==> config.mk <==
export PLATFORM = sky130hd
export DESIGN_NAME = wrac_root_div
export DESIGN_NICKNAME = d
export VERILOG_FILES = /design/src/sv/windowed_rms_audio_correlation_assert.svh /design/src/sv/wrac_pkg.sv /design/src/sv/wrac_root_div.sv
export SDC_FILE = /design/constraint.sdc
export NUM_CORES = 1
export LEC_CHECK = 0
export BUFFER_PORTS_ARGS = -buffer_cell sky130_fd_sc_hd__buf_4
export CORE_ASPECT_RATIO = 0.7
export CORE_MARGIN = 2
export CORE_UTILIZATION = 60
export CTS_BUF_LIST = sky130_fd_sc_hd__clkbuf_8
export CTS_CLUSTER_DIAMETER = 200
export DETAILED_ROUTE_END_ITERATION = 6
export GPL_TIMING_DRIVEN = 0
export MAX_ROUTING_LAYER = met4
export PLACE_DENSITY = 0.89
export SYNTH_ARGS = -nofsm -noshare
export SYNTH_HDL_FRONTEND = slang
export SYNTH_SLANG_ARGS = --single-unit
==> constraint.sdc <==
create_clock -name aclk -period 9.49 [get_ports aclk]
set_input_delay 1.4235 -clock aclk [delete_from_list [all_inputs] [get_ports aclk]]
set_output_delay 1.4235 -clock aclk [all_outputs]
set_load 0.005 [all_outputs]
==> src/sv/windowed_rms_audio_correlation_assert.svh <==
// Assertion macros for the windowed RMS correlation block.
`ifndef WINDOWED_RMS_AUDIO_CORRELATION_ASSERT_SVH
`define WINDOWED_RMS_AUDIO_CORRELATION_ASSERT_SVH

// Same-cycle implication, clocked on aclk, off during reset.
`define WRAC_ASSERT_IMP(name, ante, cons) \
    name: assert property (@(posedge aclk) disable iff (!aresetn) (ante) |-> (cons)) \
        else $error("wrac: assertion failed");

// Next-cycle implication, clocked on aclk, off during reset.
`define WRAC_ASSERT_NXT(name, ante, cons) \
    name: assert property (@(posedge aclk) disable iff (!aresetn) (ante) |=> (cons)) \
        else $error("wrac: assertion failed");

`endif

==> src/sv/wrac_pkg.sv <==
// Shared constants, types and helpers of the windowed RMS correlation block.
package wrac_pkg;

    localparam int SAMPLE_BITS = 16;
    localparam int FRAC_BITS   = 16;
    localparam int WINDOW_BITS = 16;

    localparam int SUM_W   = 47;   // per-window square sum
    localparam int MS_W    = 48;   // mean square, Q30.16 with headroom
    localparam int RMS_W   = 32;   // RMS, Q16.16
    localparam int TOT_W   = 64;   // running totals
    localparam int CORR_W  = 17;   // Q1.16 result
    localparam int NUM_W   = 128;  // shared unit numerator
    localparam int REM_W   = 68;   // shared unit partial remainder
    localparam int STEP_W  = 7;    // shared unit step count

    localparam int MS_DIV_STEPS   = SUM_W + FRAC_BITS;            // 63
    localparam int RMS_SQ_STEPS   = (MS_W + FRAC_BITS) / 2;       // 32
    localparam int DEN_SQ_STEPS   = NUM_W / 2;                    // 64
    localparam int CORR_DIV_STEPS = TOT_W + FRAC_BITS;            // 80

    localparam logic [CORR_W-1:0] CORR_ONE = CORR_W'(1) << FRAC_BITS;

    typedef struct packed {
        logic              start;
        logic              sqrt_mode;
        logic [STEP_W-1:0] steps;
    } wrac_unit_req_t;

    typedef struct packed {
        logic busy;
        logic done;
    } wrac_unit_stat_t;

    // Magnitude of the mono mix (left + right) / 2, truncated toward zero.
    function automatic logic [SAMPLE_BITS-1:0] mono_abs(
        input logic signed [SAMPLE_BITS-1:0] l,
        input logic signed [SAMPLE_BITS-1:0] r
    );
        logic signed [SAMPLE_BITS:0] s;
        logic signed [SAMPLE_BITS:0] m;
        logic        [SAMPLE_BITS:0] a;
        s = $signed({l[SAMPLE_BITS-1], l}) + $signed({r[SAMPLE_BITS-1], r});
        m = (s + $signed({{SAMPLE_BITS{1'b0}}, s[SAMPLE_BITS]})) >>> 1;
        a = m[SAMPLE_BITS] ? (SAMPLE_BITS+1)'(-m) : m;
        return a[SAMPLE_BITS-1:0];
    endfunction

endpackage

==> src/sv/wrac_root_div.sv <==
// Shared shift-subtract unit: restoring division or square root, one digit per cycle.
module wrac_root_div import wrac_pkg::*; (
    input  logic                 aclk,
    input  logic                 aresetn,
    input  wrac_unit_req_t       req,
    input  logic [NUM_W-1:0]     numer,
    input  logic [TOT_W-1:0]     divisor,
    output wrac_unit_stat_t      stat,
    output logic [TOT_W-1:0]     result
);

    logic [NUM_W-1:0]  num_reg;
    logic [REM_W-1:0]  rem_reg;
    logic [TOT_W-1:0]  res_reg;
    logic [TOT_W-1:0]  div_reg;
    logic [STEP_W-1:0] cnt_reg;
    logic              sqrt_reg;
    logic              busy_reg;
    logic              done_reg;

    logic [REM_W-1:0]  rem_sh;
    logic [REM_W-1:0]  trial;
    logic              take;

    always_comb begin
        if (sqrt_reg) begin
            rem_sh = {rem_reg[REM_W-3:0], num_reg[NUM_W-1 -: 2]};
            trial  = {2'b00, res_reg, 2'b01};
        end else begin
            rem_sh = {rem_reg[REM_W-2:0], num_reg[NUM_W-1]};
            trial  = {{(REM_W-TOT_W){1'b0}}, div_reg};
        end
        take = (rem_sh >= trial);
    end

    always_ff @(posedge aclk) begin
        if (!aresetn) begin
            busy_reg <= 1'b0;
            done_reg <= 1'b0;
            cnt_reg  <= '0;
        end else begin
            // Pulse done on the last step.
            done_reg <= !req.start && busy_reg && (cnt_reg == STEP_W'(1));
            if (req.start) begin
                num_reg  <= numer;
                div_reg  <= divisor;
                rem_reg  <= '0;
                res_reg  <= '0;
                sqrt_reg <= req.sqrt_mode;
                cnt_reg  <= req.steps;
                busy_reg <= 1'b1;
            end else if (busy_reg) begin
                rem_reg <= take ? (rem_sh - trial) : rem_sh;
                res_reg <= {res_reg[TOT_W-2:0], take};
                num_reg <= sqrt_reg ? (num_reg << 2) : (num_reg << 1);
                cnt_reg <= cnt_reg - STEP_W'(1);
                if (cnt_reg == STEP_W'(1)) begin
                    busy_reg <= 1'b0;
                end
            end
        end
    end

    assign stat.busy = busy_reg;
    assign stat.done = done_reg;
    assign result    = res_reg;

endmodule

==> results of run 1 <==
how the worst max path moves through the flow:
stage / from / to
floorplan: req[8] / num_reg[0]
global route: sqrt_reg / rem_reg[52]
global placement: req[8] / result[25]
finish: sqrt_reg / rem_reg[37]
detailed placement: sqrt_reg / rem_reg[56]
CTS: sqrt_reg / rem_reg[37]
power by group through the flow:
| stage | Combinational [mW] | Sequential (mW) | Clock, mW |
|---|---|---|---|
| floorplan | 1.01 | 1.88 | 0 |
| global placement | 1.37 | 1.91 | 0 |
| detailed placement | 1.40 | 1.89 | 0 |
| CTS | 1.42 | 1.86 | 1.38 |
| global route | 1.58 | 1.87 | 1.44 |
| finish | 1.46 | 1.86 | 1.36 |
cell families (layout without fill, tap and decap cells):
kind of cell / after synthesis / in the layout / synth area share, %
AOI/OAI and AO/OA: 458 / 458 / 14.90
xor gates and xnor gates: 58 / 58 / 2.560
adders and majority gates: 69 / 69 / 4.389
buffers and inverters: 134 / 494 / 2.832
DFF: 333 / 333 / 49.95
muxes: 259 / 259 / 13.48
other: 0 / 1 / 0
and+or+nand+nor: 512 / 512 / 11.89
final cells by class:
type	count	area (um^2)	area share, %
inverter	27	101.3	0.4291
tap	427	534.3	2.262
clock buffer	52	715.7	3.030
multi-input combinational	1356	9379	39.71
sequential	333	9910	41.96
timing repair buffer	270	2100	8.890
clock inverter	38	415.4	1.759
antenna	1	2.502	0.01060
buffer	107	460.4	1.950
critical path: stages, from the launching register on:
cell	delay (ps)
edfxtp_1	330
clkbuf_1	410
buf_1	740
clkbuf_1	650
buf_1	800
mux2i_1	450
ha_1	300
buf_2	170
nand4_1	180
o22ai_1	140
a211oi_2	430
a21boi_2	190
o31ai_4	330
a31o_4	270
nand2_2	80
nand2_1	350
inv_1	230
a32o_1	270
routing by layer:
| metal | vias up | part of all wire, % | track usage [%] |
|---|---|---|---|
| li1 | 7459 | - | - |
| met1 | 7857 | 45 | 46.33 |
| met4 | 0 | 2.5 | 8.725 |
| met5 | - | 0 | - |
| met3 | 112 | 8.6 | 5.857 |
| met2 | 776 | 44 | 46.46 |
placed cells by master (no fill, tap or decap), types with 19 or more instances in the layout:
cell / n
a21o_1: 37
clkbuf_8: 52
edfxtp_1: 324
o21ai_0: 170
clkbuf_1: 62
nor3_1: 22
buf_1: 23
mux2_2: 65
xnor2_1: 31
inv_1: 36
nor2_1: 109
mux2i_1: 194
xor2_1: 27
nand2_1: 218
a21oi_1: 91
nor2b_1: 73
a211oi_1: 40
ha_1: 68
nand3_1: 19
buf_4: 276
cells in the mapped netlist, types with 6 or more instances:
cell type / instances / area (um^2)
o22ai_1: 6 / 37.54
a21o_1: 37 / 277.8
inv_1: 27 / 101.4
a211oi_2: 13 / 162.7
o31ai_1: 10 / 75.07
and3_1: 6 / 37.54
mux2i_1: 194 / 1942
dfxtp_1: 9 / 180.2
nor4_1: 6 / 37.54
mux2_2: 65 / 732.0
xor2_1: 27 / 236.5
clkbuf_1: 62 / 232.7
xnor2_1: 31 / 271.5
and2_1: 12 / 75.07
buf_2: 10 / 50.05
nor2b_1: 73 / 456.7
buf_4: 10 / 75.07
o21ai_0: 170 / 850.8
a21oi_1: 91 / 455.4
nand4_1: 18 / 112.6
edfxtp_1: 324 / 9729
o211a_1: 6 / 60.06
buf_1: 23 / 86.33
nor2_1: 109 / 409.1
o21a_1: 13 / 97.59
nand3_1: 19 / 95.09
a211oi_1: 40 / 300.3
ha_1: 68 / 850.8
nor3_1: 22 / 110.1
o211ai_1: 11 / 82.58
nand2_1: 218 / 818.3
o21bai_1: 12 / 90.09
or2_2: 6 / 37.54
per-stage QoR:
| step | TNS (ps) | area (um^2) | utilization (%) | instances |
|---|---|---|---|---|
| after global routing | 0 | 23620 | 72.86 | 2610 |
| after CTS | 0 | 23620 | 72.86 | 2610 |
| after global placement | -588010 | 22370 | 69.02 | 2516 |
| after detailed placement | 0 | 22480 | 69.37 | 2520 |
| after floorplan | 0 | 19840 | - | 1823 |
| final | 0 | 23620 | 72.87 | 2611 |
==> metrics.cfg, run 1 <==
[placed_design]
gp_congestion=1.018
port_buffers=266
dpl_worst_slack_ps=3079
dpl.hpwl_um=40660

[grt]
grt_pass1_vias=15550
grt_use_total_pct=32.01
overflow=0
antenna_found_initial=0
grt_max_degree=71
grt_pass1_wl_um=85050

[power_and_ir_drop]
switching_share_pct=32.87
power.total_mw=4.681
clkPwrFrac_pct=29.1
p_sw_mw=1.539
leakagePower_nw=9.585
ir_worst_vdd_uv=129.6
p_int_mw=3.142
power.density_mw_per_mm2=198.2
power_frac_comb_pct=31.1
p_seq_share_pct=39.8

[logic_synthesis]
ys_types=72
synth_edf_count=324
synth_area_mm2=0.01984
yosysWarnings=0
synthCells=1823
synth_ff_type=edfxtp_1
synth_nets=2095
yosysSeqAreaShare_pct=49.95
async_flop_share_pct=0
syn_avg_cell_area_um2=10.88
synth-seq-cells=333

[setup_path]
criticalPathCategory=flop to flop
rrSetupSlack_ps=2880
worstRegToRegCells=17
worstReg2RegEnd=rem_reg[37]
cp.required_ps=9860
crit_path_end_kind=flop
timing.rr.start=sqrt_reg
cp-start-kind=flop
crit_arrival_ps=6980
cp_max_fo=10

[timing]
period_share_pct=69.67
layout_setup_ws_ps=2879
slew_headroom_pct=26.16
final-hold-violation-count=0
setup_viol=0
period_needed_ps=6611
maxSlewViolCount=0
rsz0062_at_grt=no
worst-slew-pin-transition_ps=1093
clock_skew_ps=35.05
hold_slack_ps=547.7
max_clock_freq_mhz=151.3

[cells_and_area]
num-nets-final=2418
fillers=2271
largest_register_ffs=128
drive_above_1_share_pct=21.07
syn_to_final_growth_pct=19.04

[drt]
drc=0
drt-initial-drc-count=1793
num_vias=16200
vias_per_cell=6.206
routed_wl_um=55200
wire_per_inst_um=21.14
firstDrtPassIters=5
final_antenna_net_count=0

[clocking]
cts_buffer_depth=3
cts_hold_buf=0
post-cts-setup-buffers=0
clk_pin_slew_ps=70
htreeDepth=2
numCtsBuffers=51
clock_sinks=333
cts.repair.resized=0
clock_latency_ps=630
cts_tree=built
clock_tree.root_cell=clkbuf_8

[die]
die_y_um=156.1
ioPinCount=269
core_mm2=0.03241
row_count=55
initial_core_util_pct=61.21
dieArea_mm2=0.03456
die_x_um=221.3

[worst_hold_path]
hold_class=flop to flop
worstHoldStart=cnt_reg[6]
hold_depth=2
min_to=busy_reg

[status]
status=complete, no violations

[flow_run]
maxCapViolCount=0

Power figures use the tool's default switching activity.
==> run 2, diff against run 1 <==
--- a/config.mk
+++ b/config.mk
@@ -8,13 +8,13 @@
 export BUFFER_PORTS_ARGS = -buffer_cell sky130_fd_sc_hd__buf_4
 export CORE_ASPECT_RATIO = 0.7
 export CORE_MARGIN = 2
-export CORE_UTILIZATION = 60
+export CORE_UTILIZATION = 55
 export CTS_BUF_LIST = sky130_fd_sc_hd__clkbuf_8
 export CTS_CLUSTER_DIAMETER = 200
 export DETAILED_ROUTE_END_ITERATION = 6
 export GPL_TIMING_DRIVEN = 0
 export MAX_ROUTING_LAYER = met4
-export PLACE_DENSITY = 0.89
+export PLACE_DENSITY = 0.86
 export SYNTH_ARGS = -nofsm -noshare
 export SYNTH_HDL_FRONTEND = slang
 export SYNTH_SLANG_ARGS = --single-unit
==> constraint.sdc (replaced) <==
create_clock -name aclk -period 6 [get_ports aclk]
set_input_delay 0.9 -clock aclk [delete_from_list [all_inputs] [get_ports aclk]]
set_output_delay 0.9 -clock aclk [all_outputs]
set_load 0.005 [all_outputs]
==> metrics.cfg, run 2 (synthesis results as in run 1) <==
[clocking]
clk_pin_slew_ps=60  ; about the same
clock_tree.root_cell=clkbuf_8
htreeDepth=2  ; unchanged
clock_latency_ps=650  ; +20 ps
post-cts-setup-buffers=0  ; unchanged
cts_buffer_depth=3  ; unchanged
numCtsBuffers=55  ; +7.8%
clock_sinks=333  ; unchanged
cts_tree=built

[setup_path]
crit_buf_inv=5  ; -1
cp-start-kind=flop
crit_arrival_ps=6080  ; -900 ps
path_cells=clkbuf_1 > buf_2 > clkbuf_2 > clkdlybuf4s15_2 > mux2i_1 > ha_1 > buf_2 > nand4_1 > o22ai_1 > a211oi_2 > a21boi_2 > o31ai_1 > nor3b_1 > and2_1 > xor2_1 > a211oi_2
criticalPathCategory=flop to flop
critPathMaxStageDelay_ps=560  ; -240 ps
path_delay_family=buffers and inverters
cp_max_fo=10  ; unchanged
crit_path_end_kind=flop
worst_path_max_delay_cell=clkdlybuf4s15_2
rrSetupSlack_ps=260  ; -2620 ps
cp.required_ps=6340  ; -3520 ps

[grt]
grt_pass1_wl_um=85330  ; +0.33%
antenna_found_initial=0  ; unchanged
grt_pass1_vias=15480  ; -0.43%
overflow=0  ; unchanged
grt_use_total_pct=29.74  ; -2.3 points
grt_max_degree=66  ; -7.0%

[cells_and_area]
num_antenna_cells=0  ; -1
seq_area_mm2=0.009910  ; unchanged
largest_register_ffs=128  ; unchanged
drive_above_1_share_pct=21.42  ; +0.35 points
syn_to_final_growth_pct=19.28
layout_commonest_cell=edfxtp_1
fillers=2786  ; +23%
num-nets-final=2423  ; +0.21%
final_cell_mix=324 x edfxtp_1, 276 x buf_4, 218 x nand2_1
multiInputGateArea_mm2=0.009387  ; about the same

[drt]
drt-initial-drc-count=1635  ; -8.8%
drc=0  ; unchanged
wire_per_inst_um=20.62  ; -2.5%
vias_per_cell=5.975  ; -3.7%
num_vias=15980  ; -1.4%
routed_wl_um=55130  ; -0.13%
final_antenna_net_count=0  ; unchanged
firstDrtPassIters=5  ; unchanged

[timing]
final-hold-violation-count=0  ; unchanged
period_needed_ps=5739  ; -872.2 ps
clock_skew_ps=39.77  ; +4.723 ps
worst-slew-pin-transition_ps=1172  ; +79.10 ps
max_clock_freq_mhz=174.2  ; +15%
period_share_pct=95.65  ; +26 points
setup_viol=0  ; unchanged
rsz0062_at_grt=no
layout_setup_ws_ps=260.8  ; -2618 ps
setup-tns-final_ps=0  ; unchanged
slew_headroom_pct=21.85  ; -4.3 points
maxSlewViolCount=0  ; unchanged

[die]
dieArea_mm2=0.03763  ; +8.9%
initial_core_util_pct=55.57  ; -5.6 points
die_x_um=231.0  ; +4.4%
ioPinCount=269  ; unchanged
core_mm2=0.03570  ; +10%
die_y_um=162.9  ; +4.3%
row_count=58  ; +5.5%

[placed_design]
gp_congestion=0.9748  ; -4.3%
port_buffers=266  ; unchanged
dpl_worst_slack_ps=-444.6  ; -3523 ps
dpl.hpwl_um=41630  ; +2.4%

[flow_run]
maxCapViolCount=0  ; unchanged

[worst_hold_path]
hold_class=primary input to flop

[power_and_ir_drop]
leakagePower_nw=9.629  ; +0.45%
power.density_mw_per_mm2=305.7  ; +54%
ir_worst_vdd_uv=179.9  ; +39%

[status]
status=complete, no violations

## run 2: worst reg2reg max path, delay by kind of cell, from the launching register on
kind,cells,cell delay [ps]
buffers and inverters,5,1980
AO/OA/AOI/OAI,5,1400
AND/OR/NAND/NOR,3,840
multiplexers,1,410
flip-flops,1,320
adder cells (fa/ha/maj),1,300
XOR/XNOR,1,220
## run 2: final timing paths
check,end,from,cells after the start
worst max register to register,rem_reg[52],sqrt_reg,16
worst min-delay path,div_reg[40],divisor[40],1
worst max-delay path,rem_reg[52],sqrt_reg,16
worst min register to register,busy_reg,cnt_reg[6],2
## run 2: repair_timing
action / CTS / global route
gates resized for setup: 8 / 5
hold buffers: 0 / 0
endpoints found under the setup margin: 67 / 66
## run 2: per-layer routing
metal / wire length (um) / GRT usage (%) / share of wire, % / up-vias
li1: - / - / - / 7467
met4: 1092 / 7.331 / 2.0 / 0
met1: 25820 / 44.78 / 47 / 7725
met3: 4480 / 4.482 / 8.1 / 96
met2: 23740 / 42.08 / 43 / 690
met5: 0 / - / 0 / -
## run 2: final cells by class
type                    instances  area share [%]
clock buffers                  61           3.547
multi-input cells            1356           39.66
plain buffers                 107           2.035
well taps                     480           2.538
clock inverters                39          0.9622
inverters                      27          0.4282
flip-flops and latches        333           41.87
repair buffers                271           8.956
## run 2: power breakdown
| part | internal [mW] | switching, mW | leakage [nW] |
|---|---|---|---|
| registers | 2.84 | 0.108 | 3.20 |
| clock network | 1.02 | 0.965 | 0.615 |
| logic | 0.936 | 1.37 | 5.81 |
## run 2: stage by stage
step / total power [mW] / hold slack, ps / utilization, % / std cells / cell area [um^2]
finish: 7.236 / 436.3 / 66.28 / 2674 / 23670
CTS: 7.212 / 404.8 / 66.29 / 2674 / 23670
detailed placement: 5.223 / 546.7 / 63.21 / 2574 / 22570
global route: 7.588 / 416.7 / 66.28 / 2674 / 23670
floorplan: 4.556 / 496.5 / - / 1823 / 19840
global placement: 5.176 / 521.2 / 62.85 / 2569 / 22440
